[src/hw/rtl/fesf_pkg.sv]
`timescale 1ns / 1ps

package fesf_pkg;

  // Register indexes on the configuration port.
  localparam logic REG_BASIS_KIND = 1'b0;
  localparam logic REG_DIMENSIONS = 1'b1;

  // Basis family codes.
  localparam logic [1:0] KIND_LINEAR    = 2'd0;
  localparam logic [1:0] KIND_QUADRATIC = 2'd1;
  localparam logic [1:0] KIND_HERMITE   = 2'd2;

  localparam logic [1:0] MAX_AXES = 2'd3;

  // Coordinates are unsigned Q1.15; polynomials are evaluated exactly over 2^45.
  localparam int COORD_W    = 16;
  localparam int COORD_FRAC = 15;
  localparam int EXACT_FRAC = 45;

  // Horner intermediate widths, set by the coordinate width and coefficient range.
  localparam int T1W = 21;
  localparam int T2W = 38;
  localparam int T3W = 56;

  localparam int OUT_W   = 20;
  localparam int OUT_MAX = 524287;
  localparam int OUT_MIN = -524288;

  typedef struct packed {
    logic signed [3:0] a0;
    logic signed [3:0] a1;
    logic signed [3:0] a2;
    logic signed [3:0] a3;
  } coef_t;

  // Control flags that travel with each transaction through the pipeline.
  typedef struct packed {
    logic bad;
    logic kill;
    logic use_y;
    logic use_z;
  } meta_t;

  function automatic coef_t mk_coef(int c0, int c1, int c2, int c3);
    coef_t r;
    r.a0 = 4'(c0);
    r.a1 = 4'(c1);
    r.a2 = 4'(c2);
    r.a3 = 4'(c3);
    return r;
  endfunction

  // Coefficients of a0 + a1 x + a2 x^2 + a3 x^3 for one 1-D function or its derivative.
  function automatic coef_t poly_coef(logic [1:0] kind, logic [1:0] fn, logic der);
    coef_t r;
    case ({kind, fn, der})
      {KIND_LINEAR, 2'd0, 1'b0}:    r = mk_coef(1, -1, 0, 0);
      {KIND_LINEAR, 2'd0, 1'b1}:    r = mk_coef(-1, 0, 0, 0);
      {KIND_LINEAR, 2'd1, 1'b0}:    r = mk_coef(0, 1, 0, 0);
      {KIND_LINEAR, 2'd1, 1'b1}:    r = mk_coef(1, 0, 0, 0);
      {KIND_QUADRATIC, 2'd0, 1'b0}: r = mk_coef(1, -3, 2, 0);
      {KIND_QUADRATIC, 2'd0, 1'b1}: r = mk_coef(-3, 4, 0, 0);
      {KIND_QUADRATIC, 2'd1, 1'b0}: r = mk_coef(0, 4, -4, 0);
      {KIND_QUADRATIC, 2'd1, 1'b1}: r = mk_coef(4, -8, 0, 0);
      {KIND_QUADRATIC, 2'd2, 1'b0}: r = mk_coef(0, -1, 2, 0);
      {KIND_QUADRATIC, 2'd2, 1'b1}: r = mk_coef(-1, 4, 0, 0);
      {KIND_HERMITE, 2'd0, 1'b0}:   r = mk_coef(1, 0, -3, 2);
      {KIND_HERMITE, 2'd0, 1'b1}:   r = mk_coef(0, -6, 6, 0);
      {KIND_HERMITE, 2'd1, 1'b0}:   r = mk_coef(0, 1, -2, 1);
      {KIND_HERMITE, 2'd1, 1'b1}:   r = mk_coef(1, -4, 3, 0);
      {KIND_HERMITE, 2'd2, 1'b0}:   r = mk_coef(0, 0, 3, -2);
      {KIND_HERMITE, 2'd2, 1'b1}:   r = mk_coef(0, 6, -6, 0);
      {KIND_HERMITE, 2'd3, 1'b0}:   r = mk_coef(0, 0, -1, 1);
      {KIND_HERMITE, 2'd3, 1'b1}:   r = mk_coef(0, -2, 3, 0);
      default:                      r = mk_coef(0, 0, 0, 0);
    endcase
    return r;
  endfunction

  function automatic logic [2:0] basis_count(logic [1:0] kind);
    logic [2:0] n;
    unique case (kind)
      KIND_LINEAR:    n = 3'd2;
      KIND_QUADRATIC: n = 3'd3;
      default:        n = 3'd4;
    endcase
    return n;
  endfunction

endpackage

[src/hw/rtl/fesf_poly.sv]
`timescale 1ns / 1ps

// Four-stage evaluation of one 1-D cubic by Horner's rule, exact, then rounded.
module fesf_poly #(
  parameter int FRAC_BITS = 15
) (
  input  logic                        clk,
  input  logic [3:0]                  adv,
  input  logic [1:0]                  kind,
  input  logic [1:0]                  func,
  input  logic                        der,
  input  logic [15:0]                 coord,
  output logic signed [FRAC_BITS+4:0] value
);

  localparam int VW = FRAC_BITS + 5;
  localparam int SH = fesf_pkg::EXACT_FRAC - FRAC_BITS;
  localparam logic signed [fesf_pkg::T3W-1:0] HALF = fesf_pkg::T3W'(1) <<< (SH - 1);

  fesf_pkg::coef_t coef;
  logic signed [fesf_pkg::T1W-1:0] t1_nxt;
  logic signed [fesf_pkg::T1W-1:0] t1_r;
  logic signed [16:0]              c1_r, c2_r;
  logic signed [3:0]               a1_1_r, a0_1_r, a0_2_r;
  logic signed [fesf_pkg::T2W-1:0] t2_nxt;
  logic signed [fesf_pkg::T2W-1:0] t2_r;
  logic signed [fesf_pkg::T3W-1:0] t3_nxt;
  logic signed [fesf_pkg::T3W-1:0] t3_r;
  logic signed [fesf_pkg::T3W-1:0] rnd;
  logic signed [VW-1:0]            value_r;
  logic signed [16:0]              c_s;

  always_comb begin
    coef   = fesf_pkg::poly_coef(kind, func, der);
    c_s    = $signed({1'b0, coord});
    t1_nxt = fesf_pkg::T1W'(coef.a3) * fesf_pkg::T1W'(c_s)
           + (fesf_pkg::T1W'(coef.a2) <<< fesf_pkg::COORD_FRAC);
    t2_nxt = fesf_pkg::T2W'(t1_r) * fesf_pkg::T2W'(c1_r)
           + (fesf_pkg::T2W'(a1_1_r) <<< (2 * fesf_pkg::COORD_FRAC));
    t3_nxt = fesf_pkg::T3W'(t2_r) * fesf_pkg::T3W'(c2_r)
           + (fesf_pkg::T3W'(a0_2_r) <<< fesf_pkg::EXACT_FRAC);
    rnd    = t3_r + HALF;
  end

  always_ff @(posedge clk) begin
    if (adv[0]) begin
      t1_r   <= t1_nxt;
      c1_r   <= c_s;
      a1_1_r <= coef.a1;
      a0_1_r <= coef.a0;
    end
    if (adv[1]) begin
      t2_r   <= t2_nxt;
      c2_r   <= c1_r;
      a0_2_r <= a0_1_r;
    end
    if (adv[2]) begin
      t3_r <= t3_nxt;
    end
    if (adv[3]) begin
      value_r <= VW'(rnd >>> SH);
    end
  end

  assign value = value_r;

endmodule

[config.mk]
export PLATFORM = sky130hd
export DESIGN_NAME = fesf_poly
export DESIGN_NICKNAME = d
export VERILOG_FILES = /design/src/hw/rtl/fesf_pkg.sv /design/src/hw/rtl/fesf_poly.sv
export SDC_FILE = /design/constraint.sdc
export NUM_CORES = 2
export LEC_CHECK = 0
export ABC_AREA = 1
export BUFFER_PORTS_ARGS = -buffer_cell sky130_fd_sc_hd__clkbuf_2
export CORE_MARGIN = 4
export CORE_UTILIZATION = 50
export CTS_CLUSTER_DIAMETER = 150
export DETAILED_ROUTE_END_ITERATION = 6
export PLACE_DENSITY_LB_ADDON = 0.12
export RECOVER_POWER = 50
export SETUP_SLACK_MARGIN = 0.05
export SYNTH_ARGS = -nofsm -noshare
export SYNTH_HDL_FRONTEND = slang
export SYNTH_SLANG_ARGS = --single-unit
[constraint.sdc]
create_clock -name clk -period 6.05 [get_ports clk]
set_input_delay 0.605 -clock clk [delete_from_list [all_inputs] [get_ports clk]]
set_output_delay 0.605 -clock clk [all_outputs]
set_load 0.01 [all_outputs]
; Word level (Yosys, flattened, before mapping)
; Memory sizes are Yosys's and may differ from the RTL's.
; Index checks and enable logic that the tools add are counted.
[word_totals]
out_inout_bits = 20
memories = 1
rom_bits = 512
elab_cells = 17
ff_bits = 173
[classes]
n_addsub = 4
n_mul = 3
[memory_table]
columns = memory, depth, width, rd, rd_ports_with_merged_regs, wr, line_no
row1 = (name not given), 32, 16, 1, 0, 0, fesf_pkg.sv:57  ; case ({kind, fn, der})
[ops]
columns = op, n
row1 = "50-bit by 31-bit adder with 50-bit output, second input constant", 1
row2 = 50-bit by 49-bit adder with 50-bit output, 1
row3 = 38-bit by 17-bit multiplier with 50-bit output, 1
row4 = 38-bit by 34-bit adder with 38-bit output, 1
row5 = 21-bit by 17-bit multiplier with 38-bit output, 1
row6 = 21-bit by 19-bit adder with 21-bit output, 1
row7 = 4-bit by 17-bit multiplier with 21-bit output, 1

; Logic depth before layout (Yosys ltp)
; An unclocked memory read counts as a cell.
[depth]
word_depth = 3
ltp_mapped = 29
mapped_depth_nobuf = 27

; Worst setup path before layout
; No wires, ideal clock.
[synth_timing]
kind = register to register
startpoint = register t1_r[20] (netlist bit)
endpoint = register t2_r[34] (netlist bit) (data pin)
t_arrival_ps = 5449
path_buffers = 2
t_required_ps = 5789
setup_ps = 261
path_stages_with_launch = 23
setup_slack_ps = 340
path_cell_list = edfxtp_1 clkbuf_1 clkbuf_1 nand2_1 inv_1 fa_1 fa_1 inv_1 fa_1 inv_1 fa_1 fa_1 inv_1 fa_1 inv_1 ha_1 a21o_1 o21bai_1 nand2_1 nand3_1 a21oi_1 nand2_1 xor2_1
[synth_via]
elab_chain_cells = 2
[synth_lines]
columns = item, line_no
row1 = "start, declared", fesf_poly.sv:22  ; logic signed [fesf_pkg::T1W-1:0] t1_r;
row2 = "start signal, assigned", fesf_poly.sv:47  ; t1_r <= t1_nxt;
row3 = 21-bit by 17-bit multiplier with 38-bit output, fesf_poly.sv:38  ; t2_nxt = fesf_pkg::T2W'(t1_r) * fesf_pkg::T2W'(c1_r)
row4 = 38-bit by 34-bit adder with 38-bit output, fesf_poly.sv:39  ; + (fesf_pkg::T2W'(a1_1_r) <<< (2 * fesf_pkg::COORD_FRAC));
row5 = "via t2_nxt, one bit", fesf_poly.sv:25  ; logic signed [fesf_pkg::T2W-1:0] t2_nxt;
row6 = "end signal, assigned", fesf_poly.sv:53  ; t2_r <= t2_nxt;
row7 = "end, declared", fesf_poly.sv:26  ; logic signed [fesf_pkg::T2W-1:0] t2_r;
; The timed path passes the listed nets, and every way through them passes these cells.
; A chain may end at the register's enable or synchronous reset.

; Worst setup path after layout
[layout_timing]
startpoint = register t2_r[32] (netlist bit)
endpoint = register t3_r[48] (netlist bit) (data pin)
[layout_via]
elab_chain_cells = 2
[layout_lines]
columns = item, line_no
row1 = 38-bit by 17-bit multiplier with 50-bit output, fesf_poly.sv:40  ; t3_nxt = fesf_pkg::T3W'(t2_r) * fesf_pkg::T3W'(c2_r)
row2 = 50-bit by 49-bit adder with 50-bit output, fesf_poly.sv:41  ; + (fesf_pkg::T3W'(a0_2_r) <<< fesf_pkg::EXACT_FRAC);
row3 = "via t3_nxt, one bit", fesf_poly.sv:27  ; logic signed [fesf_pkg::T3W-1:0] t3_nxt;
row4 = "end signal, assigned", fesf_poly.sv:58  ; t3_r <= t3_nxt;
row5 = "end, declared", fesf_poly.sv:28  ; logic signed [fesf_pkg::T3W-1:0] t3_r;
; The timed path passes the listed nets, and every way through them passes these cells.

==> reports/metrics.csv <==
metric;value;unit
status;finished with violations;
failing checks;capacitance limit, slew limit;
RSZ-0062 raised after global routing;yes;
final-report hold violation count;0;
TritonCTS clock tree;done;
Period minus WS final;5795;ps
clock transition at the registers of the reported paths;70;ps
Area growth syn-to-layout;11.61;%
H-tree depth;4;
vias in the first global route;34740;
max-slew violation count;59;
FP Rows;107;
routed wire length;116.3;mm
FF-to-FF setup slack;250;ps
Post-Synthesis Cells;5389;
via-per-instance ratio;4.883;
initial drt markers;1980;
syn avg cell area;7.953;um^2
number of I/O pins;46;
Yosys top cell area share;0.4293;
Inst Count DP;6642;
Ant. Diodes;0;
chip width;300.8;um
slew margin rel.;-1.350;
largest net degree at the start of global routing;59;
fmax;0.1726;GHz
EDFF count, synth;144;
layout net count;6832;
Netlist Area Pre-Place;0.04286;mm^2
Tot GR Track Use;0.2659;
Filler Cells Inserted;8107;
FF+latch area;0.004324;mm^2
CP Data Required Time;6310;ps
final setup fails;0;
most frequent cells in the layout;inv_1 (1780), nand2_1 (1339), fa_1 (913);
Clk Latency, worst-skew pair;520;ps
area leader, netlist;fa_1;
# port buffers;45;
Synth Flop Type;edfxtp_1;
fraction of layout cells with a size suffix above 1;0.09032;
Slowest cell on crit path;fa_1;
Starting Density;0.5034;
Die Ht;300.8;um
full die area;0.09047;mm^2
global placer's final weighted congestion;0.9379;
Worst Path Max Fanout;16;
Setup CP Type;flop to flop;
Wirelength per Cell;17.27;um
root buf cell;clkbuf_16;
asr flop ratio synth;0;
1st-pass router iterations;7;
Ys Warns;0;
non-filler cells, final;6735;
CORE AREA;0.08515;mm^2
#FFs+latches synth;144;
crit-path cells;buf_12, nand2_1, inv_1, fa_1, inv_1, fa_1, fa_1, inv_1, fa_1, fa_1, inv_1, fa_1, inv_1, ha_2, nand2_1, buf_4, nor2_1, nand2_1, nor3_2, nand3_1, nand3_1, nand2_1;
Final Cycle Share;0.9579;
clk_skew;31.72;ps
CTS Buf Count;17;
clk sinks;144;
total gr overflow;0;
Max Buffers Root-to-Sink;2;
Hold/Removal Path Class;input pin to flop;
# DRC;0;
Post-Syn Nets;6643;
Max-Cap Viols;1;
initial antenna violation count;0;
area of the multi-input gates;0.03140;mm^2
top post-synthesis cells by area;fa_1 (43%), inv_1 (16%), nand2_1 (12%);
Crit path largest cell delay;530;ps
crit path DAT;6050;ps
HPWL Detailed;96.47;mm
leading cell type in the layout, fill and taps excluded;inv_1;
Antenna Nets Post-Route;0;
synth unique cells;48;
crit end category;flop;
vias;32890;
Slew @ Worst Pin;3525;ps
cell mode on critical path;fa_1;
Seq/Total Area, Yosys;0.1009;
CP startpoint kind;flop;
Worst Hold Slack;332.4;ps
first-pass GRT wire length;187.3;mm
CTS Hold Bufs;0;
layer usage:
metal | track usage | up-vias | share of wire
li1 | - | 15480 | -
met1 | 0.3453 | 16410 | 0.42
met2 | 0.4783 | 818 | 0.51
met3 | 0.02603 | 176 | 0.047
met4 | 0.06904 | 0 | 0.031
met5 | 0 | - | 0
Yosys cell counts, types with 15 or more instances:
cell / instances
inv_1: 1781
nand2_1: 1350
fa_1: 919
ha_1: 309
clkbuf_1: 193
nor2_1: 191
edfxtp_1: 144
a21oi_1: 118
nand3_1: 75
o21ai_0: 75
xor2_1: 59
xnor2_1: 25
nand4_1: 20
buf_1: 17
o21bai_1: 16
nor3_1: 15
registers in the layout, indices dropped and copies added (netlist names):
name / flops
t2_r: 38
t1_r: 21
t3_r: 21
value: 20
c1_r: 16
c2_r: 16
a0_1_r: 4
a0_2_r: 4
a1_1_r: 4
per-stage QoR:
step	cell area, um^2	setup TNS [ps]	utilization	setup slack, ps
finish	47830	0	0.5618	254.9
global placement	46240	0	0.5431	47.92
floorplan	42860	0	-	339.8
global route	47830	-226.3	0.5618	-60.75
CTS	46860	0	0.5503	53.60
detailed placement	46240	0	0.5431	20.54
area by class of cell:
type,instances,area share
timing repair buffer,385,0.07083
clock buffer,17,0.008893
sequential,144,0.09040
tap,1144,0.02992
inverter,1784,0.1400
multi-input combinational,3246,0.6564
clock inverter,15,0.003610
critical path, delay by kind of cell (launching register included):
family / cells / cell delay, ps
buffers and inverters: 7 / 620
DFF: 1 / 520
and+or+nand+nor: 8 / 1030
adders and majority gates: 7 / 3370
cells by family (layout without fill, tap and decap cells):
kind of cell,after synthesis,count (layout),synth area share
adders and majority gates,1228,1228,0.5195
xor gates and xnor gates,85,85,0.01755
and+or+nand+nor,1678,1678,0.1535
buffers and inverters,1999,2201,0.1754
AOI/OAI and AO/OA,255,255,0.03319
DFF,144,144,0.1009
final timing paths:
check	from	to	depth (start not counted)
worst max-delay path	t2_r[32]	t3_r[48]	22
worst min register to register	a0_1_r[0]	a0_2_r[0]	0
worst min-delay path	coord[0]	c1_r[0]	1
worst max register to register	t2_r[32]	t3_r[48]	22
repair_timing:
| item | in CTS | in global routing |
|---|---|---|
| endpoints found under the setup margin | 2 | 39 |
| buffers inserted | 2 | 55 |
| pin swaps | 0 | 17 |
| gates resized for setup | 1 | 125 |
| cloned | 0 | 4 |
Power is not shown: default switching activity piles up to over one toggle a cycle in this logic, so the estimate is an artifact.
